[src/rtl/sb64_pkg.sv]
package sb64_pkg;

  // Register widths and indexes of the configuration port
  localparam int MaxLenWidth   = 21;
  localparam int CfgIndexWidth = 2;
  localparam int CfgDataWidth  = 21;

  localparam logic [CfgIndexWidth-1:0] CfgMaxTextLength  = 2'd0;
  localparam logic [CfgIndexWidth-1:0] CfgRequireZeroEnd = 2'd1;

  localparam logic [MaxLenWidth-1:0] MaxTextLengthReset  = 21'd1398104;
  localparam logic                   RequireZeroEndReset = 1'b1;

  localparam int DefaultCountWidth = 21;

  // Depth of the job queue between front and back
  localparam int QueueDepth = 4;

  localparam logic [7:0] PadChar = 8'h3D;

  typedef enum logic [2:0] {
    StatusOk        = 3'd0,
    StatusBadLength = 3'd1,
    StatusBadChar   = 3'd2,
    StatusBadPad    = 3'd3,
    StatusPadBits   = 3'd4,
    StatusNoZeroEnd = 3'd5
  } status_e;

  // One decoded group handed from front to back
  typedef struct packed {
    logic [23:0] value;       // three bytes, first byte in the top bits
    logic [1:0]  nbytes;      // data bytes to emit, 0 to 3
    logic        has_status;  // end of text: a status result follows
    status_e     code;
  } job_t;

  // Map a character onto its sextet; top bit set when it is in the alphabet
  function automatic logic [6:0] sextet_of(input logic [7:0] c);
    logic [6:0] r;
    r = 7'd0;
    if (c >= 8'h41 && c <= 8'h5A) begin
      r = {1'b1, 6'(c - 8'h41)};
    end else if (c >= 8'h61 && c <= 8'h7A) begin
      r = {1'b1, 6'(c - 8'h47)};
    end else if (c >= 8'h30 && c <= 8'h39) begin
      r = {1'b1, 6'(c + 8'h04)};
    end else if (c == 8'h2B) begin
      r = {1'b1, 6'd62};
    end else if (c == 8'h2F) begin
      r = {1'b1, 6'd63};
    end
    return r;
  endfunction

endpackage

[src/rtl/sb64_front.sv]
module sb64_front #(
  parameter int CountWidth = sb64_pkg::DefaultCountWidth
) (
  input  logic                                clk_i,
  input  logic                                rst_ni,
  // character channel
  input  logic                                push,
  input  logic                                stall_i,
  input  logic [7:0]                          in_char_i,
  input  logic                                end_of_text_i,
  // configuration channel
  input  logic                                cfg_valid_i,
  input  logic [sb64_pkg::CfgIndexWidth-1:0]  cfg_index_i,
  input  logic [sb64_pkg::CfgDataWidth-1:0]   cfg_data_i,
  // job towards the queue
  output logic                                job_push_o,
  output sb64_pkg::job_t                      job_o
);
  import sb64_pkg::*;

  localparam int CmpWidth = (CountWidth > MaxLenWidth) ? CountWidth : MaxLenWidth;

  logic [MaxLenWidth-1:0] max_len_q;
  logic                   zero_end_q;

  logic [1:0]            pos_q, pos_d;
  logic [17:0]           bits_q, bits_d;
  logic                  pad_q, pad_d;
  status_e               err_q, err_d;
  logic [CountWidth-1:0] count_q, count_d;
  logic [7:0]            final_q, final_d;

  logic                  fire;
  logic                  is_pad;
  logic [6:0]            sx;
  logic [5:0]            sval;
  logic [CountWidth-1:0] count_inc;
  logic                  len_ok;
  status_e               char_err, grp_err, err_a, err_b;
  logic                  p2, p3;
  logic                  emit;
  logic [1:0]            nbytes;
  logic [23:0]           value;
  status_e               code;

  assign fire = push && !stall_i;

  // Configuration registers
  always_ff @(posedge clk_i or negedge rst_ni) begin
    if (!rst_ni) begin
      max_len_q  <= MaxTextLengthReset;
      zero_end_q <= RequireZeroEndReset;
    end else if (cfg_valid_i) begin
      if (cfg_index_i == CfgMaxTextLength) begin
        max_len_q <= cfg_data_i[MaxLenWidth-1:0];
      end else if (cfg_index_i == CfgRequireZeroEnd) begin
        zero_end_q <= cfg_data_i[0];
      end
    end
  end

  // Classify the character and advance the group
  always_comb begin
    is_pad    = (in_char_i == PadChar);
    sx        = sextet_of(in_char_i);
    sval      = (!is_pad && sx[6]) ? sx[5:0] : 6'd0;
    count_inc = (count_q != {CountWidth{1'b1}}) ? count_q + 1'b1 : count_q;
    len_ok    = CmpWidth'(count_inc) <= CmpWidth'(max_len_q);

    char_err = StatusOk;
    if (is_pad && pos_q < 2'd2) begin
      char_err = StatusBadPad;
    end else if (!is_pad && !sx[6]) begin
      char_err = StatusBadChar;
    end

    p2 = pad_q;
    p3 = is_pad;
    grp_err = StatusOk;
    if (p2 && !p3) begin
      grp_err = StatusBadPad;
    end else if ((p2 || p3) && !end_of_text_i) begin
      grp_err = StatusBadPad;
    end else if (p2 && bits_q[9:6] != 4'd0) begin
      grp_err = StatusPadBits;
    end else if (p3 && !p2 && bits_q[1:0] != 2'd0) begin
      grp_err = StatusPadBits;
    end

    err_a = (err_q != StatusOk) ? err_q : char_err;
    err_b = err_a;
    if (pos_q == 2'd3 && err_a == StatusOk) begin
      err_b = grp_err;
    end

    value  = {bits_q, sval};
    nbytes = 2'd3 - 2'(p2) - 2'(p3);
    emit   = (pos_q == 2'd3) && (err_b == StatusOk) && len_ok;

    final_d = final_q;
    if (emit) begin
      case (nbytes)
        2'd3:    final_d = value[7:0];
        2'd2:    final_d = value[15:8];
        default: final_d = value[23:16];
      endcase
    end

    if (count_inc[1:0] != 2'd0 || !len_ok) begin
      code = StatusBadLength;
    end else if (err_b != StatusOk) begin
      code = err_b;
    end else if (zero_end_q && final_d != 8'd0) begin
      code = StatusNoZeroEnd;
    end else begin
      code = StatusOk;
    end

    // next group state
    if (pos_q == 2'd3) begin
      pos_d  = 2'd0;
      bits_d = 18'd0;
      pad_d  = 1'b0;
    end else begin
      pos_d  = pos_q + 2'd1;
      bits_d = {bits_q[11:0], sval};
      pad_d  = pad_q || (is_pad && pos_q == 2'd2);
    end
    err_d   = err_b;
    count_d = count_inc;
    if (end_of_text_i) begin
      pos_d   = 2'd0;
      bits_d  = 18'd0;
      pad_d   = 1'b0;
      err_d   = StatusOk;
      count_d = '0;
      final_d = 8'd0;
    end
  end

  // Hand a job to the back whenever the item yields results
  assign job_push_o        = fire && (emit || end_of_text_i);
  assign job_o.value       = value;
  assign job_o.nbytes      = emit ? nbytes : 2'd0;
  assign job_o.has_status  = end_of_text_i;
  assign job_o.code        = code;

  // Hold group state between items
  always_ff @(posedge clk_i or negedge rst_ni) begin
    if (!rst_ni) begin
      pos_q   <= 2'd0;
      bits_q  <= 18'd0;
      pad_q   <= 1'b0;
      err_q   <= StatusOk;
      count_q <= '0;
      final_q <= 8'd0;
    end else if (fire) begin
      pos_q   <= pos_d;
      bits_q  <= bits_d;
      pad_q   <= pad_d;
      err_q   <= err_d;
      count_q <= count_d;
      final_q <= final_d;
    end
  end

endmodule

[src/rtl/sb64_queue.sv]
module sb64_queue (
  input  logic           clk_i,
  input  logic           rst_ni,
  input  logic           wr_i,
  input  sb64_pkg::job_t wr_data_i,
  input  logic           rd_i,
  output sb64_pkg::job_t rd_data_o,
  output logic           full_o,
  output logic           empty_o
);
  import sb64_pkg::*;

  localparam int PtrWidth = (QueueDepth > 1) ? $clog2(QueueDepth) : 1;
  localparam int CntWidth = $clog2(QueueDepth + 1);

  job_t                mem_q [QueueDepth];
  logic [PtrWidth-1:0] wr_ptr_q, rd_ptr_q;
  logic [CntWidth-1:0] cnt_q;
  logic                do_wr, do_rd;

  assign full_o    = (cnt_q == CntWidth'(QueueDepth));
  assign empty_o   = (cnt_q == '0);
  assign do_wr     = wr_i && !full_o;
  assign do_rd     = rd_i && !empty_o;
  assign rd_data_o = mem_q[rd_ptr_q];

  // Store jobs
  always_ff @(posedge clk_i) begin
    if (do_wr) begin
      mem_q[wr_ptr_q] <= wr_data_i;
    end
  end

  // Advance pointers and fill count
  always_ff @(posedge clk_i or negedge rst_ni) begin
    if (!rst_ni) begin
      wr_ptr_q <= '0;
      rd_ptr_q <= '0;
      cnt_q    <= '0;
    end else begin
      if (do_wr) begin
        wr_ptr_q <= (wr_ptr_q == PtrWidth'(QueueDepth - 1)) ? '0 : wr_ptr_q + 1'b1;
      end
      if (do_rd) begin
        rd_ptr_q <= (rd_ptr_q == PtrWidth'(QueueDepth - 1)) ? '0 : rd_ptr_q + 1'b1;
      end
      if (do_wr && !do_rd) begin
        cnt_q <= cnt_q + 1'b1;
      end else if (do_rd && !do_wr) begin
        cnt_q <= cnt_q - 1'b1;
      end
    end
  end

endmodule

[src/rtl/sb64_back.sv]
module sb64_back (
  input  logic           clk_i,
  input  logic           rst_ni,
  // job from the queue
  input  logic           job_avail_i,
  input  sb64_pkg::job_t job_i,
  output logic           job_take_o,
  // result channel
  output logic           empty,
  input  logic           pop,
  output logic [7:0]     out_byte_o,
  output logic           is_status_o,
  output logic [2:0]     status_code_o,
  output logic           run_last_o
);
  import sb64_pkg::*;

  job_t       job_q;
  logic       valid_q;
  logic [1:0] idx_q;
  logic       in_status;
  logic       done;
  logic       fire;

  assign in_status = (idx_q >= job_q.nbytes);
  assign fire      = pop && valid_q;

  // Pick the current result of the held job
  always_comb begin
    out_byte_o    = 8'd0;
    is_status_o   = 1'b0;
    status_code_o = StatusOk;
    run_last_o    = 1'b0;
    if (in_status) begin
      is_status_o   = 1'b1;
      status_code_o = job_q.code;
      run_last_o    = 1'b1;
    end else begin
      case (idx_q)
        2'd0:    out_byte_o = job_q.value[23:16];
        2'd1:    out_byte_o = job_q.value[15:8];
        default: out_byte_o = job_q.value[7:0];
      endcase
      run_last_o = (idx_q == job_q.nbytes - 2'd1) && !job_q.has_status;
    end
  end

  assign done       = fire && run_last_o;
  assign job_take_o = job_avail_i && (!valid_q || done);
  assign empty      = !valid_q;

  // Load the next job or step through the current one
  always_ff @(posedge clk_i or negedge rst_ni) begin
    if (!rst_ni) begin
      valid_q <= 1'b0;
      idx_q   <= 2'd0;
    end else if (job_take_o) begin
      valid_q <= 1'b1;
      idx_q   <= 2'd0;
    end else if (done) begin
      valid_q <= 1'b0;
      idx_q   <= 2'd0;
    end else if (fire) begin
      idx_q <= idx_q + 2'd1;
    end
  end

  always_ff @(posedge clk_i) begin
    if (job_take_o) begin
      job_q <= job_i;
    end
  end

endmodule

[src/rtl/strict_base64_decoder.sv]
// Strict base64 decoder, standard alphabet with '=' padding.
// Character channel: drive in_char_i and end_of_text_i with push high; the
// character is taken at a rising edge where push is high and full is low.
// Result channel: while empty is low the oldest result is on the result
// ports; pop high at a rising edge takes it. Each completed four-character
// group gives up to three data bytes; the item flagged end_of_text_i adds a
// status result (is_status_o high) and clears all decoding state. run_last_o
// marks the last result caused by one character.
// Configuration: cfg_index_i 0 sets max_text_length, 1 sets require_zero_end;
// writes are always ready and should only be made while the block is idle.
// Timing: one character per cycle is taken while the four-entry job queue has
// room; a result passes the job queue and the back's job register, and results
// leave at one per cycle while pop is high, so a stalled receiver fills the
// job queue, after which full rises and holds the sender. Reset empties the
// queue, clears all group state and restores the register defaults.
module strict_base64_decoder #(
  parameter int CountWidth = sb64_pkg::DefaultCountWidth
) (
  input  logic                               clk_i,
  input  logic                               rst_ni,
  input  logic                               push,
  output logic                               full,
  input  logic [7:0]                         in_char_i,
  input  logic                               end_of_text_i,
  output logic                               empty,
  input  logic                               pop,
  output logic [7:0]                         out_byte_o,
  output logic                               is_status_o,
  output logic [2:0]                         status_code_o,
  output logic                               run_last_o,
  input  logic                               cfg_valid_i,
  output logic                               cfg_ready_o,
  input  logic [sb64_pkg::CfgIndexWidth-1:0] cfg_index_i,
  input  logic [sb64_pkg::CfgDataWidth-1:0]  cfg_data_i
);
  import sb64_pkg::*;

  logic q_full, q_empty, q_take, job_push;
  job_t job_in, job_out;

  assign full        = q_full;
  assign cfg_ready_o = 1'b1;

  sb64_front #(
    .CountWidth(CountWidth)
  ) u_front (
    .clk_i        (clk_i),
    .rst_ni       (rst_ni),
    .push         (push),
    .stall_i      (q_full),
    .in_char_i    (in_char_i),
    .end_of_text_i(end_of_text_i),
    .cfg_valid_i  (cfg_valid_i),
    .cfg_index_i  (cfg_index_i),
    .cfg_data_i   (cfg_data_i),
    .job_push_o   (job_push),
    .job_o        (job_in)
  );

  sb64_queue u_queue (
    .clk_i    (clk_i),
    .rst_ni   (rst_ni),
    .wr_i     (job_push),
    .wr_data_i(job_in),
    .rd_i     (q_take),
    .rd_data_o(job_out),
    .full_o   (q_full),
    .empty_o  (q_empty)
  );

  sb64_back u_back (
    .clk_i        (clk_i),
    .rst_ni       (rst_ni),
    .job_avail_i  (!q_empty),
    .job_i        (job_out),
    .job_take_o   (q_take),
    .empty        (empty),
    .pop          (pop),
    .out_byte_o   (out_byte_o),
    .is_status_o  (is_status_o),
    .status_code_o(status_code_o),
    .run_last_o   (run_last_o)
  );

endmodule

[config.mk]
export PLATFORM = sky130hd
export DESIGN_NAME = strict_base64_decoder
export DESIGN_NICKNAME = d
export VERILOG_FILES = /design/src/rtl/sb64_pkg.sv /design/src/rtl/sb64_front.sv /design/src/rtl/sb64_queue.sv /design/src/rtl/sb64_back.sv /design/src/rtl/strict_base64_decoder.sv
export SDC_FILE = /design/constraint.sdc
export NUM_CORES = 1
export LEC_CHECK = 0
export ABC_CLOCK_PERIOD_IN_PS = 12380
export BUFFER_PORTS_ARGS = -buffer_cell sky130_fd_sc_hd__buf_4
export CAP_MARGIN = 20
export CORE_MARGIN = 5
export CORE_UTILIZATION = 50
export CTS_CLUSTER_DIAMETER = 80
export DETAILED_ROUTE_END_ITERATION = 8
export PLACE_DENSITY = 0.67
export SYNTH_ARGS = -nofsm -noshare
export SYNTH_HDL_FRONTEND = slang
export SYNTH_HIERARCHICAL = 1
export SYNTH_SLANG_ARGS = --single-unit
[constraint.sdc]
create_clock -name clk_i -period 12.38 [get_ports clk_i]
set_clock_uncertainty 0.1 [all_clocks]
set_input_delay 1.238 -clock clk_i [delete_from_list [all_inputs] [get_ports clk_i]]
set_output_delay 1.238 -clock clk_i [all_outputs]
set_load 0.01 [all_outputs]
==> results.json <==
{
  "status": "finished clean",
  "cp_slowest_stage_delay_ps": 480,
  "cts_sinks": 235,
  "async_reset_ff_share_pct": 36.2,
  "synth_top_family_by_area": "compound AO/OA/AOI/OAI gates",
  "tns_ps": 0,
  "combPwrFrac_pct": 29.5,
  "hold_viol_final": 0,
  "grt_pass1_vias": 6882,
  "worst_setup_path_end_kind": "flip-flop",
  "syn_inst": 873,
  "utilization_pct": 56.9,
  "diodes": 0,
  "cts_resized": 0,
  "max_freq_mhz": 178,
  "ys_types": 86,
  "switchingPower_w": 0.000794,
  "peakVddDrop_uv": 128,
  "multiInputGateArea_sq_um": 4290,
  "drc": 0,
  "finalNetCount": 1004,
  "syn_nets": 958,
  "clock_path_buffers": 3,
  "worstSetupPathType": "reg2reg",
  "hp-class": "in2async",
  "power.total_w": 0.00261,
  "netlist.area_leader.share_pct": 39.9,
  "cp.arrival_ps": 5980,
  "fin_ws_ps": 6750,
  "relSlewSlack_pct": 32.0,
  "cp-start-kind": "flip-flop",
  "final_cell_mix": "150 x edfxtp_1, 84 x nand2_1, 73 x dfrtp_1",
  "synth-seq-area-share_pct": 58.8,
  "path_max_fanout": 8,
  "yosys_warnings": 6,
  "grt_use_total_pct": 17.2,
  "r2r_cells": 21,
  "clock_latency_ps": 520,
  "crit_slowest_cell": "a2111oi_0",
  "vias": 6947,
  "post_synth.cell_area_avg_sq_um": 12.9,
  "synthTopCellsByArea": "edfxtp_1 40%, dfrtp_1 16%, mux4_2 6.0%",
  "post-route-period-util_pct": 45.5,
  "place_hpwl_um": 15300,
  "r2r-start": "u_front/count_q[0]",
  "drtIter0Drc": 501,
  "wl_per_cell_um": 18.3,
  "synth_compound_area_share_pct": 11.2,
  "start_util_pct": 50.3,
  "cts_setup_buffers": 0,
  "core_area_sq_um": 22400,
  "pre_cts_ws_ps": 6850,
  "p_sw_share_pct": 30.5,
  "grt_pass1_wl_um": 36600,
  "ioPinCount": 53,
  "placementRows": 55,
  "final_common_cell": "edfxtp_1",
  "startpoint": "u_front/count_q[0]",
  "clkTransAtPathRegs_ps": 60,
  "h-tree-depth": 1,
  "post-route-min-period_ps": 5630,
  "rsz0062_at_grt": "false",
  "cts_tree": "yes",
  "antenna_found_initial": 0,
  "cap_violations": 0,
  "cts_buffers": 24,
  "ys_seq_elements": 235,
  "overflow": 0,
  "root_buffer": "clkbuf_16",
  "synth_fa_ha_area_share_pct": 5.38,
  "syn_to_final_growth_pct": 12.9,
  "n_fill_cell": 1848,
  "crit_chain": "ha_1 > nand2_1 > nor3_1 > a31oi_1 > and2b_1 > and3_1 > xor2_1 > ha_1 > a21oi_1 > o21ai_0 > a2111oi_0 > a211o_1 > nand3_1 > a21oi_1 > nor2b_1 > ha_1 > inv_1 > fa_1 > xor2_1 > nor2_1 > xor2_1",
  "cp.required_ps": 12730,
  "drive_gt1_share_pct": 19.2,
  "die_area_sq_um": 25700,
  "internal_power_w": 0.00181,
  "finalSetupViolCount": 0,
  "avgViaCountPerCell": 5.68,
  "globalplace.congestion": 0.867,
  "synth.mux.area_fraction_pct": 7.89,
  "drt-pass1-iter-count": 4,
  "synth_xor_area_share_pct": 2.08,
  "p_seq_share_pct": 43.2,
  "power_density_nw_per_um2": 204,
  "postCtsHoldBufs": 0,
  "die_x_um": 160,
  "regArea_sq_um": 6650,
  "ys.flop_type": "edfxtp_1",
  "grt_max_degree": 83,
  "synth_edf_count": 150,
  "dieHeight_um": 160,
  "p_leak_nw": 5.04,
  "drtAntennaViolNets": 0,
  "drv_slew": 0,
  "worstMarginPinSlew_ps": 1020,
  "netlist_area_sq_um": 11300,
  "port_buffers": 51,
  "synth.largest_area_cell": "edfxtp_1",
  "clock_power_share_pct": 27.3,
  "synth-simple-area-share_pct": 11.1,
  "drt-total-wl_um": 22400
}
==> power groups by stage <==
| stage | Clock, W | Sequential [W] | Combinational (W) |
|---|---|---|---|
| 2_1_floorplan | 0 | 0.00111 | 0.000551 |
| 6_report | 0.000711 | 0.00113 | 0.000768 |
| 3_5_place_dp | 0 | 0.00117 | 0.000743 |
| 3_3_place_gp | 0 | 0.00116 | 0.000730 |
| 5_1_grt | 0.000764 | 0.00115 | 0.000854 |
| 4_1_cts | 0.000730 | 0.00115 | 0.000747 |
==> worst paths after layout <==
kind / end / slack, ps
max reg2reg: u_queue/cnt_q[2] / 6750
min: u_back/idx_q[0] / 400
max in group asynchronous: u_front/max_len_q[12] / 10920
min in group clk_i: u_front/max_len_q[20] / 410
max: u_queue/cnt_q[2] / 6750
min reg2reg: u_front/max_len_q[20] / 410
==> stage by stage <==
stage	hold WS, ps	cells	cell area [sq um]
after floorplan	372	873	11300
after global placement	397	1176	11900
after detailed placement	405	1176	11900
after CTS	387	1220	12700
after global routing	390	1222	12800
final	403	1222	12800
==> synth_stat cells, drive strengths merged, types with 12 or more instances <==
| master | number |
|---|---|
| mux2i | 14 |
| clkbuf | 23 |
| nor2 | 50 |
| a21oi | 34 |
| nand2b | 12 |
| ha | 47 |
| xnor2 | 13 |
| inv | 45 |
| mux4 | 30 |
| nand2 | 85 |
| o21ai | 52 |
| dfrtp | 74 |
| nand3 | 15 |
| nor3 | 12 |
| a22o | 27 |
| edfxtp | 150 |
| buf | 20 |
==> metal layers <==
layer	vias up	track usage, %	wire (um)
met1	3431	24.9	10600
met3	29	2.31	788
li1	3359	-	-
met2	128	28.2	10700
met5	-	0	0
met4	0	3.44	338
==> kinds of logic after synthesis <==
group,Yosys count
AO/OA/AOI/OAI,181
XOR/XNOR,25
adder cells (fa/ha/maj),48
buffers and inverters,89
flip-flops,235
multiplexers,50
other,1
AND/OR/NAND/NOR,244
==> critical path: cells and delay by family, from the launching register on <==
| kind | cells | cell delay (ps) |
|---|---|---|
| XOR/XNOR | 3 | 450 |
| buffers and inverters | 1 | 60 |
| AND/OR/NAND/NOR | 7 | 1770 |
| flip-flops | 1 | 430 |
| adder cells (fa/ha/maj) | 4 | 1180 |
| AO/OA/AOI/OAI | 6 | 1580 |
==> cell type report <==
type	count	area share, %
clock buffer	30	4.96
clock inverter	14	1.21
inverter	46	1.36
multi-input combinational	549	33.6
sequential	235	52.1
tap	285	2.80
timing repair buffer	63	3.96
==> flip-flops by register name, indices dropped and copies added, names as in the netlist, 2 cells and up <==
signal and count:
u_back/idx_q 2, u_back/job_q 30, u_front/bits_q 18, u_front/count_q 21, u_front/err_q 3, u_front/final_q 8
u_front/max_len_q 21, u_front/pos_q 2, u_queue/cnt_q 3, u_queue/mem_q 120, u_queue/rd_ptr_q 2, u_queue/wr_ptr_q 2
No activity file was read; power rests on OpenSTA's default activity.
